<file path="src/sv/replacement_selection_runs_defines.svh">
// Assertion helpers shared by the block's checks.
`ifndef REPLACEMENT_SELECTION_RUNS_DEFINES_SVH
`define REPLACEMENT_SELECTION_RUNS_DEFINES_SVH

// Same-cycle implication, sampled on clk, off during reset.
`define RSR_ASSERT_NOW(label, cond, cons, msg) \
    label: assert property (@(posedge clk) disable iff (!rst_n) (cond) |-> (cons)) \
        else $error(msg);

// Next-cycle implication, sampled on clk, off during reset.
`define RSR_ASSERT_NEXT(label, cond, cons, msg) \
    label: assert property (@(posedge clk) disable iff (!rst_n) (cond) |=> (cons)) \
        else $error(msg);

`endif

</file>
<file path="src/sv/rsr_pkg.sv">
`default_nettype none

package rsr_pkg;

    localparam int KEY_W = 32;
    localparam int RUN_W = 16;
    localparam int CFG_W = 5;

    localparam logic [CFG_W-1:0] BUF_SIZE_RESET = 5'd16;

    localparam logic REQ_RECORD = 1'b0;
    localparam logic REQ_FLUSH  = 1'b1;

    typedef logic signed [KEY_W-1:0] key_t;
    typedef logic [RUN_W-1:0]        run_t;
    typedef logic [CFG_W-1:0]        cfg_t;

endpackage

`default_nettype wire

</file>
<file path="src/sv/replacement_selection_runs.sv">
`default_nettype none
// Replacement-selection run generator for an external sort. Issue a transaction with
// start while busy is low: req_type 0 carries a record (record_key, record_payload),
// req_type 1 flushes the buffer. While fewer than buffer_size slots hold records, a
// record is stored, busy stays low and nothing is emitted. Once the buffer is full,
// busy is high after a record is accepted while the slot RAM is scanned one slot per
// cycle through its single read port to find the smallest unfrozen key (lowest slot
// on ties), then the emit state emits it and writes the new record back into its
// slot. The result strobes in the first cycle with busy low, and only from that cycle
// on can the next record be accepted. A flush drains the buffer, first the unfrozen
// records and then the frozen ones, each in key order, with a scan of the slots before
// each emitted record. Each result appears for exactly one cycle with result_valid
// high; the receiver cannot stall, so capture it on that cycle. run_last marks the
// record that closes a run, flush_last the final record of a flush. The user must
// write buffer_size through cfg_we/cfg_wdata only while the block is idle; the block
// does not enforce it. 0 acts as 1 and values above MAX_SLOTS act as MAX_SLOTS. No
// clearing pass is needed after reset: only slots below the fill count are ever read.

`include "replacement_selection_runs_defines.svh"

module replacement_selection_runs
    import rsr_pkg::*;
#(
    parameter int MAX_SLOTS    = 16,
    parameter int PAYLOAD_BITS = 64
) (
    input  wire logic                    clk,
    input  wire logic                    rst_n,
    input  wire logic                    start,
    output logic                         busy,
    input  wire logic                    req_type,
    input  wire logic signed [KEY_W-1:0] record_key,
    input  wire logic [PAYLOAD_BITS-1:0] record_payload,
    input  wire logic                    cfg_we,
    input  wire logic [CFG_W-1:0]        cfg_wdata,
    output logic                         result_valid,
    output logic signed [KEY_W-1:0]      out_key,
    output logic [PAYLOAD_BITS-1:0]      out_payload,
    output logic [RUN_W-1:0]             run_number,
    output logic                         run_last,
    output logic                         flush_last
);

    localparam int IDX_W = $clog2(MAX_SLOTS);
    localparam int CNT_W = $clog2(MAX_SLOTS + 1);
    localparam int CMP_W = (CNT_W > CFG_W) ? CNT_W : CFG_W;
    localparam int REC_W = KEY_W + PAYLOAD_BITS;

    typedef enum logic [1:0] {S_IDLE, S_SCAN, S_EMIT} state_t;

    state_t                  state_reg;
    logic [CNT_W-1:0]        fill_count_reg;
    logic [MAX_SLOTS-1:0]    frozen_reg;
    logic [MAX_SLOTS-1:0]    taken_reg;
    run_t                    cur_run_reg;
    cfg_t                    buf_size_reg;
    logic                    flush_mode_reg;
    logic                    phase_reg;
    logic [CNT_W-1:0]        rd_ptr_reg;
    logic                    pipe_valid_reg;
    logic [IDX_W-1:0]        pipe_idx_reg;
    logic                    best_found_reg;
    logic [IDX_W-1:0]        best_idx_reg;
    key_t                    best_key_reg;
    logic [PAYLOAD_BITS-1:0] best_pay_reg;
    key_t                    new_key_reg;
    logic [PAYLOAD_BITS-1:0] new_pay_reg;
    logic                    result_valid_reg;
    key_t                    out_key_reg;
    logic [PAYLOAD_BITS-1:0] out_pay_reg;
    run_t                    run_number_reg;
    logic                    run_last_reg;
    logic                    flush_last_reg;

    // Slot RAM: key in the upper bits, payload below.
    logic                    ram_we;
    logic [IDX_W-1:0]        ram_waddr;
    logic [REC_W-1:0]        ram_wdata;
    logic                    ram_re;
    logic [REC_W-1:0]        ram_rdata;
    key_t                    rd_key;
    logic [PAYLOAD_BITS-1:0] rd_pay;

    logic                    accept;
    logic [CMP_W-1:0]        size_ext;
    logic [CMP_W-1:0]        eff_size;
    logic                    fill_room;
    logic [MAX_SLOTS-1:0]    valid_mask;
    logic [MAX_SLOTS-1:0]    open_mask;
    logic [MAX_SLOTS-1:0]    frozen_mask;
    logic [MAX_SLOTS-1:0]    elig_mask;
    logic [MAX_SLOTS-1:0]    best_onehot;
    logic [MAX_SLOTS-1:0]    frozen_upd;
    logic                    take;
    logic                    new_below;
    logic                    any_open_after;
    logic                    remaining;
    logic                    more_frozen;
    logic                    emit_run_last;
    logic                    emit_flush_last;
    logic                    scan_done;

    rsr_ram #(
        .WIDTH (REC_W),
        .DEPTH (MAX_SLOTS)
    ) u_slot_ram (
        .clk   (clk),
        .we    (ram_we),
        .waddr (ram_waddr),
        .wdata (ram_wdata),
        .re    (ram_re),
        .raddr (rd_ptr_reg[IDX_W-1:0]),
        .rdata (ram_rdata)
    );

    assign rd_key = ram_rdata[REC_W-1 -: KEY_W];
    assign rd_pay = ram_rdata[PAYLOAD_BITS-1:0];

    assign busy   = (state_reg != S_IDLE);
    assign accept = start && (state_reg == S_IDLE);

    // Clamp the configured size into 1..MAX_SLOTS.
    always_comb
    begin
        size_ext = CMP_W'(buf_size_reg);
        if (size_ext == '0)
        begin
            eff_size = CMP_W'(1);
        end
        else if (size_ext > CMP_W'(MAX_SLOTS))
        begin
            eff_size = CMP_W'(MAX_SLOTS);
        end
        else
        begin
            eff_size = size_ext;
        end
    end

    assign fill_room = (CMP_W'(fill_count_reg) < eff_size);

    // Slots below the fill count are the ones in use.
    always_comb
    begin
        for (int i = 0; i < MAX_SLOTS; i++)
        begin
            valid_mask[i] = (CNT_W'(i) < fill_count_reg);
        end
    end

    assign open_mask   = valid_mask & ~frozen_reg;
    assign frozen_mask = valid_mask & frozen_reg;
    assign elig_mask   = flush_mode_reg
                       ? (valid_mask & ~taken_reg & (phase_reg ? frozen_reg : ~frozen_reg))
                       : open_mask;

    // Compare stage: one slot read per cycle; strict less keeps the lowest slot on ties.
    assign take = pipe_valid_reg && elig_mask[pipe_idx_reg]
               && (!best_found_reg || (rd_key < best_key_reg));

    assign ram_re    = (state_reg == S_SCAN) && (rd_ptr_reg < fill_count_reg);
    assign scan_done = (state_reg == S_SCAN) && (rd_ptr_reg == fill_count_reg)
                    && pipe_valid_reg;

    // Emit-cycle decisions.
    assign best_onehot    = MAX_SLOTS'(1) << best_idx_reg;
    assign new_below      = (new_key_reg < best_key_reg);
    assign frozen_upd     = new_below ? (frozen_reg | best_onehot) : (frozen_reg & ~best_onehot);
    assign any_open_after = |(valid_mask & ~frozen_upd);
    assign remaining      = |(elig_mask & ~best_onehot);
    assign more_frozen    = !phase_reg && (|frozen_mask);
    assign emit_run_last  = flush_mode_reg ? !remaining : !any_open_after;
    assign emit_flush_last = flush_mode_reg && !remaining && !more_frozen;

    // Write port: store a record during the fill, or write back into the emitted slot.
    // The scan of the next transaction starts only after this write, so no forwarding.
    always_comb
    begin
        ram_we    = 1'b0;
        ram_waddr = fill_count_reg[IDX_W-1:0];
        ram_wdata = {record_key, record_payload};
        if (accept && (req_type == REQ_RECORD) && fill_room)
        begin
            ram_we = 1'b1;
        end
        else if ((state_reg == S_EMIT) && !flush_mode_reg)
        begin
            ram_we    = 1'b1;
            ram_waddr = best_idx_reg;
            ram_wdata = {new_key_reg, new_pay_reg};
        end
    end

    // Control and state.
    always_ff @(posedge clk or negedge rst_n)
    begin
        if (!rst_n)
        begin
            state_reg        <= S_IDLE;
            fill_count_reg   <= '0;
            frozen_reg       <= '0;
            taken_reg        <= '0;
            cur_run_reg      <= '0;
            buf_size_reg     <= BUF_SIZE_RESET;
            flush_mode_reg   <= 1'b0;
            phase_reg        <= 1'b0;
            rd_ptr_reg       <= '0;
            pipe_valid_reg   <= 1'b0;
            best_found_reg   <= 1'b0;
            result_valid_reg <= 1'b0;
        end
        else
        begin
            result_valid_reg <= 1'b0;
            if (cfg_we)
            begin
                buf_size_reg <= cfg_wdata;
            end
            unique case (state_reg)
                S_IDLE:
                begin
                    if (accept)
                    begin
                        if (req_type == REQ_RECORD)
                        begin
                            if (fill_room)
                            begin
                                // Fill: store unfrozen, no result.
                                frozen_reg[fill_count_reg[IDX_W-1:0]] <= 1'b0;
                                fill_count_reg <= fill_count_reg + CNT_W'(1);
                            end
                            else
                            begin
                                // Thaw everything if no slot is open.
                                if (!(|open_mask))
                                begin
                                    frozen_reg <= '0;
                                end
                                flush_mode_reg <= 1'b0;
                                rd_ptr_reg     <= '0;
                                pipe_valid_reg <= 1'b0;
                                best_found_reg <= 1'b0;
                                state_reg      <= S_SCAN;
                            end
                        end
                        else if (fill_count_reg != '0)
                        begin
                            // Flush: open group first, else straight to the frozen group.
                            flush_mode_reg <= 1'b1;
                            taken_reg      <= '0;
                            phase_reg      <= !(|open_mask);
                            rd_ptr_reg     <= '0;
                            pipe_valid_reg <= 1'b0;
                            best_found_reg <= 1'b0;
                            state_reg      <= S_SCAN;
                        end
                    end
                end
                S_SCAN:
                begin
                    pipe_valid_reg <= ram_re;
                    if (ram_re)
                    begin
                        rd_ptr_reg <= rd_ptr_reg + CNT_W'(1);
                    end
                    if (take)
                    begin
                        best_found_reg <= 1'b1;
                    end
                    if (scan_done)
                    begin
                        state_reg <= S_EMIT;
                    end
                end
                S_EMIT:
                begin
                    result_valid_reg <= 1'b1;
                    if (emit_run_last && (cur_run_reg != '1))
                    begin
                        cur_run_reg <= cur_run_reg + RUN_W'(1);
                    end
                    if (!flush_mode_reg)
                    begin
                        frozen_reg <= any_open_after ? frozen_upd : '0;
                        state_reg  <= S_IDLE;
                    end
                    else
                    begin
                        if (remaining || more_frozen)
                        begin
                            // Next pick: same group, or move to the frozen group.
                            taken_reg[best_idx_reg] <= 1'b1;
                            if (!remaining)
                            begin
                                phase_reg <= 1'b1;
                            end
                            rd_ptr_reg     <= '0;
                            pipe_valid_reg <= 1'b0;
                            best_found_reg <= 1'b0;
                            state_reg      <= S_SCAN;
                        end
                        else
                        begin
                            // Drained: empty and thaw the buffer, filling starts again.
                            frozen_reg     <= '0;
                            taken_reg      <= '0;
                            fill_count_reg <= '0;
                            flush_mode_reg <= 1'b0;
                            state_reg      <= S_IDLE;
                        end
                    end
                end
                default:
                begin
                    state_reg <= S_IDLE;
                end
            endcase
        end
    end

    // Datapath: best candidate, held record, result registers.
    always_ff @(posedge clk)
    begin
        pipe_idx_reg <= rd_ptr_reg[IDX_W-1:0];
        if (take)
        begin
            best_idx_reg <= pipe_idx_reg;
            best_key_reg <= rd_key;
            best_pay_reg <= rd_pay;
        end
        if (accept)
        begin
            new_key_reg <= record_key;
            new_pay_reg <= record_payload;
        end
        if (state_reg == S_EMIT)
        begin
            out_key_reg    <= best_key_reg;
            out_pay_reg    <= best_pay_reg;
            run_number_reg <= cur_run_reg;
            run_last_reg   <= emit_run_last;
            flush_last_reg <= emit_flush_last;
        end
    end

    assign result_valid = result_valid_reg;
    assign out_key      = out_key_reg;
    assign out_payload  = out_pay_reg;
    assign run_number   = run_number_reg;
    assign run_last     = run_last_reg;
    assign flush_last   = flush_last_reg;

    // Checks.
    `RSR_ASSERT_NEXT(a_no_result_from_idle, !busy, !result_valid,
        "result strobe without a selection in progress")
    `RSR_ASSERT_NOW(a_flush_last_closes_run, result_valid && flush_last, run_last,
        "final flush record does not close its run")
    `RSR_ASSERT_NOW(a_fill_in_range, 1'b1, fill_count_reg <= CNT_W'(MAX_SLOTS),
        "fill count beyond slot count")
    `RSR_ASSERT_NOW(a_scan_has_slots, state_reg == S_SCAN, fill_count_reg != '0,
        "scan started on an empty buffer")

endmodule

`default_nettype wire

</file>
<file path="src/sv/rsr_ram.sv">
`default_nettype none

module rsr_ram #(
    parameter int WIDTH = 96,
    parameter int DEPTH = 16
) (
    input  wire logic                     clk,
    input  wire logic                     we,
    input  wire logic [$clog2(DEPTH)-1:0] waddr,
    input  wire logic [WIDTH-1:0]         wdata,
    input  wire logic                     re,
    input  wire logic [$clog2(DEPTH)-1:0] raddr,
    output logic      [WIDTH-1:0]         rdata
);

    logic [WIDTH-1:0] mem [DEPTH];

    always_ff @(posedge clk)
    begin
        if (we)
        begin
            mem[waddr] <= wdata;
        end
        if (re)
        begin
            rdata <= mem[raddr];
        end
    end

endmodule

`default_nettype wire
</file>
<file path="config.mk">
export PLATFORM = sky130hd
export DESIGN_NAME = replacement_selection_runs
export DESIGN_NICKNAME = d
export VERILOG_FILES = /design/src/sv/rsr_pkg.sv /design/src/sv/replacement_selection_runs.sv /design/src/sv/rsr_ram.sv
export VERILOG_INCLUDE_DIRS = /design/src /design/src/sv
export SDC_FILE = /design/constraint.sdc
export NUM_CORES = 2
export LEC_CHECK = 0
export ABC_AREA = 1
export BUFFER_PORTS_ARGS = -buffer_cell sky130_fd_sc_hd__buf_2
export CAP_MARGIN = 10
export CORE_MARGIN = 4
export CORE_UTILIZATION = 45
export CTS_CLUSTER_SIZE = 28
export DETAILED_ROUTE_END_ITERATION = 6
export SYNTH_ARGS = -nofsm -noshare
export SYNTH_HDL_FRONTEND = slang
export SYNTH_HIERARCHICAL = 1
export SYNTH_SLANG_ARGS = --single-unit
export TNS_END_PERCENT = 5
</file>
<file path="constraint.sdc">
create_clock -name clk -period 15.6 [get_ports clk]
set_input_delay 3.12 -clock clk [delete_from_list [all_inputs] [get_ports clk]]
set_output_delay 3.12 -clock clk [all_outputs]
set_load 0.1 [all_outputs]
</file>
==> reports/metrics.cfg <==
[clocking]
cts.sink_count=2016
post-cts-setup-buffer-count=0
cts_buffers=204
clkLatencyLatePin_ns=0.85
ctsRootBufferMaster=clkbuf_16
ctsHoldBuffers=0
htree_levels=4
post_cts_resize_count=0
tritoncts_clock_tree=done
ctsLongestPathBuffers=3
path_clk_slew_ns=0.06

[critical_path]
criticalPathCategory=input pin to flip-flop
data_required_time_at_the_worst_endpoint_ns=16.06
critical_path_arrival_ns=7.46
timing.critical_path.fanout_max=52
cp-start-kind=input pin
crit_path_end_kind=flip-flop

[synthesis]
synthesis.instances=7757
synth_compound_gate_area_share=0.01310
synth-edff-count=1942
synth-adder-area-share=0.01118
synth-seq-area-share=0.6983
yosysWarnings=6
async_flop_share=0.03472
synthesized_nets=7940
ffs_latches_synth=2016
post_synth_instance_area_um2=86140
netlist-cell-type-count=55
netlist.top_cell.by_area=edfxtp_1
ys_top_cells_by_area=edfxtp_1, nand2_1, nand3_1, inv_1, dfrtp_1
synth_top_cells_by_count=nand2_1, edfxtp_1, inv_1, nand3_1, buf_2
muxShareOfSynthArea=0.01242
synth-xor-area-share=0.001729
post-synth-top-count-cell=nand2_1
yosys.area_share.simple=0.1831
synth_top_family_by_area=simple AND/OR/NAND/NOR gates
synth-main-ff-cell=edfxtp_1
yosys.area.top_type_share=0.6770
synth.avg_cell_area_um2=11.10

[placement]
numPortBuffers=221
detailed_place_hpwl_um=121500
gp_routability_congestion=0.8490
postPlaceCellArea_um2=89160
total_placed_cells_including_tap_cells=10210

[power]
total_power_mw=16.35
vdd.ir_drop.worst_uv=215.4
powerDensity_nw_per_um2=170.9
total_leakage_power_nw=39.61

[global_routing]
via_count_of_the_first_global_routing_pass=52580
grt_usage=0.2157
grt_first_pass_wirelength_um=327700
gr-total-overflow=0
grt_max_degree=199
antenna_found_initial=15

[timing]
hold_viol_final=0
finalWorstPathRequiredPeriod_ns=6.998
setup_tns_ns=0
timing.final.setup_violations=0
worst_case_clock_skew_ns=0.03262
relSlewSlack=0.1942
unrepaired_setup_endpoints_after_global_routing=no
drv_slew=0
fmaxAchievable_ghz=0.1429
worst-slew-pin-transition_ns=1.209
layout_worst_path_cycle_share=0.4486

[hold_path]
min_path_type=flip-flop to flip-flop

[die]
chipHeight_um=445.5
starting_density_of_the_core=0.4529
core_area_um2=190200
floorplan.die_area_um2=198500
placement_row_count=160
chipWidth_um=445.5
ioPinCount=222

[final_layout]
layout.filler_cells=16530
layout_top_registers=u_slot_ram/mem: 1536 flops, u_slot_ram/rdata: 96 flops
design_area_um2=95680
largest_reg_flops=1536
final_nets=8088
area_growth_pct=11.07
multi_input_area_um2=19230
layout.area.seq_um2=60160
finalCoreUtilization=0.5031
share_of_layout_cells_above_drive_strength_1=0.09328
number_of_cells_in_the_finished_layout_apart_from_fillers=10600
largest_register_by_flop_count=u_slot_ram/mem

[detailed_routing]
total_number_of_vias=54770
routed_wl_um=216200
drt-pass1-iter-count=7
route.detailed.drc=2
per_cell_routed_wire_length_um=20.39
viasPerCell=5.168
initialDrtViolationCount=5389
antenna_violating_nets_post_route=0

[outcome]
run_status=finished, violations left
failing_checks=design-rule violations

[run]
timing.max_cap.violations=0

==> cells in the final DEF (no fill, tap or decap), types with 6 or more instances in the layout <==
master	count
nand2_1	2293
edfxtp_1	1942
inv_1	1285
nand3_1	1220
buf_2	221
clkbuf_16	204
mux2_2	95
nor2_1	91
ha_1	77
a21oi_1	74
buf_4	69
dfrtp_1	65
clkbuf_1	56
clkinv_1	51
o21ai_0	49
nand4_1	33
clkinv_2	31
nor2_4	21
nor3_1	15
bufinv_16	15
xor2_1	12
a31oi_1	12
o21ai_2	12
inv_2	9
nand2_2	8
nor2_2	8
clkinvlp_4	8
o21ai_1	6
a211oi_1	6
o211ai_1	6
a221oi_1	6
==> path summary, 6_finish.rpt <==
check	from	endpoint	slack (ns)	cells past startpoint
max	start	u_slot_ram/mem[13][1]	8.60	10
min	u_slot_ram/rdata[34]	best_pay_reg[34]	0.40	0
max reg2reg	state_reg[1]	u_slot_ram/mem[13][1]	9.77	12
min reg2reg	u_slot_ram/rdata[34]	best_pay_reg[34]	0.40	0
max in group asynchronous	rst_n	rd_ptr_reg[1]	12.25	2
min in group asynchronous	rst_n	taken_reg[1]	2.49	2
==> routing by layer <==
| layer | GRT usage | wire length, µm | vias to the layer above |
|---|---|---|---|
| met1 | 0.3066 | 94860 | 26710 |
| met3 | 0.02840 | 13810 | 295 |
| met5 | 0 | 26 | - |
| met2 | 0.3508 | 102100 | 1853 |
| met4 | 0.05996 | 5374 | 4 |
| li1 | - | - | 25920 |
==> power by group <==
part	internal, mW	switching, mW
registers	6.65	0.309
clock network	2.68	2.07
logic	1.21	3.42
total	10.6	5.80
==> logic make-up (layout without fill, tap and decap cells) <==
kind of cell    Yosys count  in the layout
other cells               0              5
mux                      95             95
simple gates           3712           3712
flops                  2016           2016
fa+ha+maj                77             77
compound gates          189            189
buf+inv                1651           1977
xor+xnor                 17             17
==> area by class of cell <==
type / instances / share of cell area
Antenna cell: 5 / 0.0001308
Clock buffer: 263 / 0.05598
Clock inverter: 121 / 0.01195
Inverter: 1298 / 0.05121
Multi-Input combinational cell: 4090 / 0.2010
Sequential cell: 2016 / 0.6288
Tap cell: 2511 / 0.03284
Timing Repair Buffer: 295 / 0.01802
==> metrics by stage <==
stage / hold WS (ns) / setup WS, ns
after floorplan: 0.4003 / 3.131
after global placement: 0.4022 / 7.637
after detailed placement: 0.4045 / 7.730
after CTS: 0.4115 / 8.632
after global routing: 0.4203 / 8.409
final: 0.3995 / 8.602
==> worst max-delay path: stages <==
cell and delay [ns]:
buf_2 0.09, inv_1 0.11, nor2_4 0.13, buf_4 0.66, nand2_1 0.09, o21ai_0 0.60
nand3_1 0.46, nor2_4 0.76, buf_4 0.68, buf_4 0.60
Note: power is estimated with default switching activity, not from simulation.
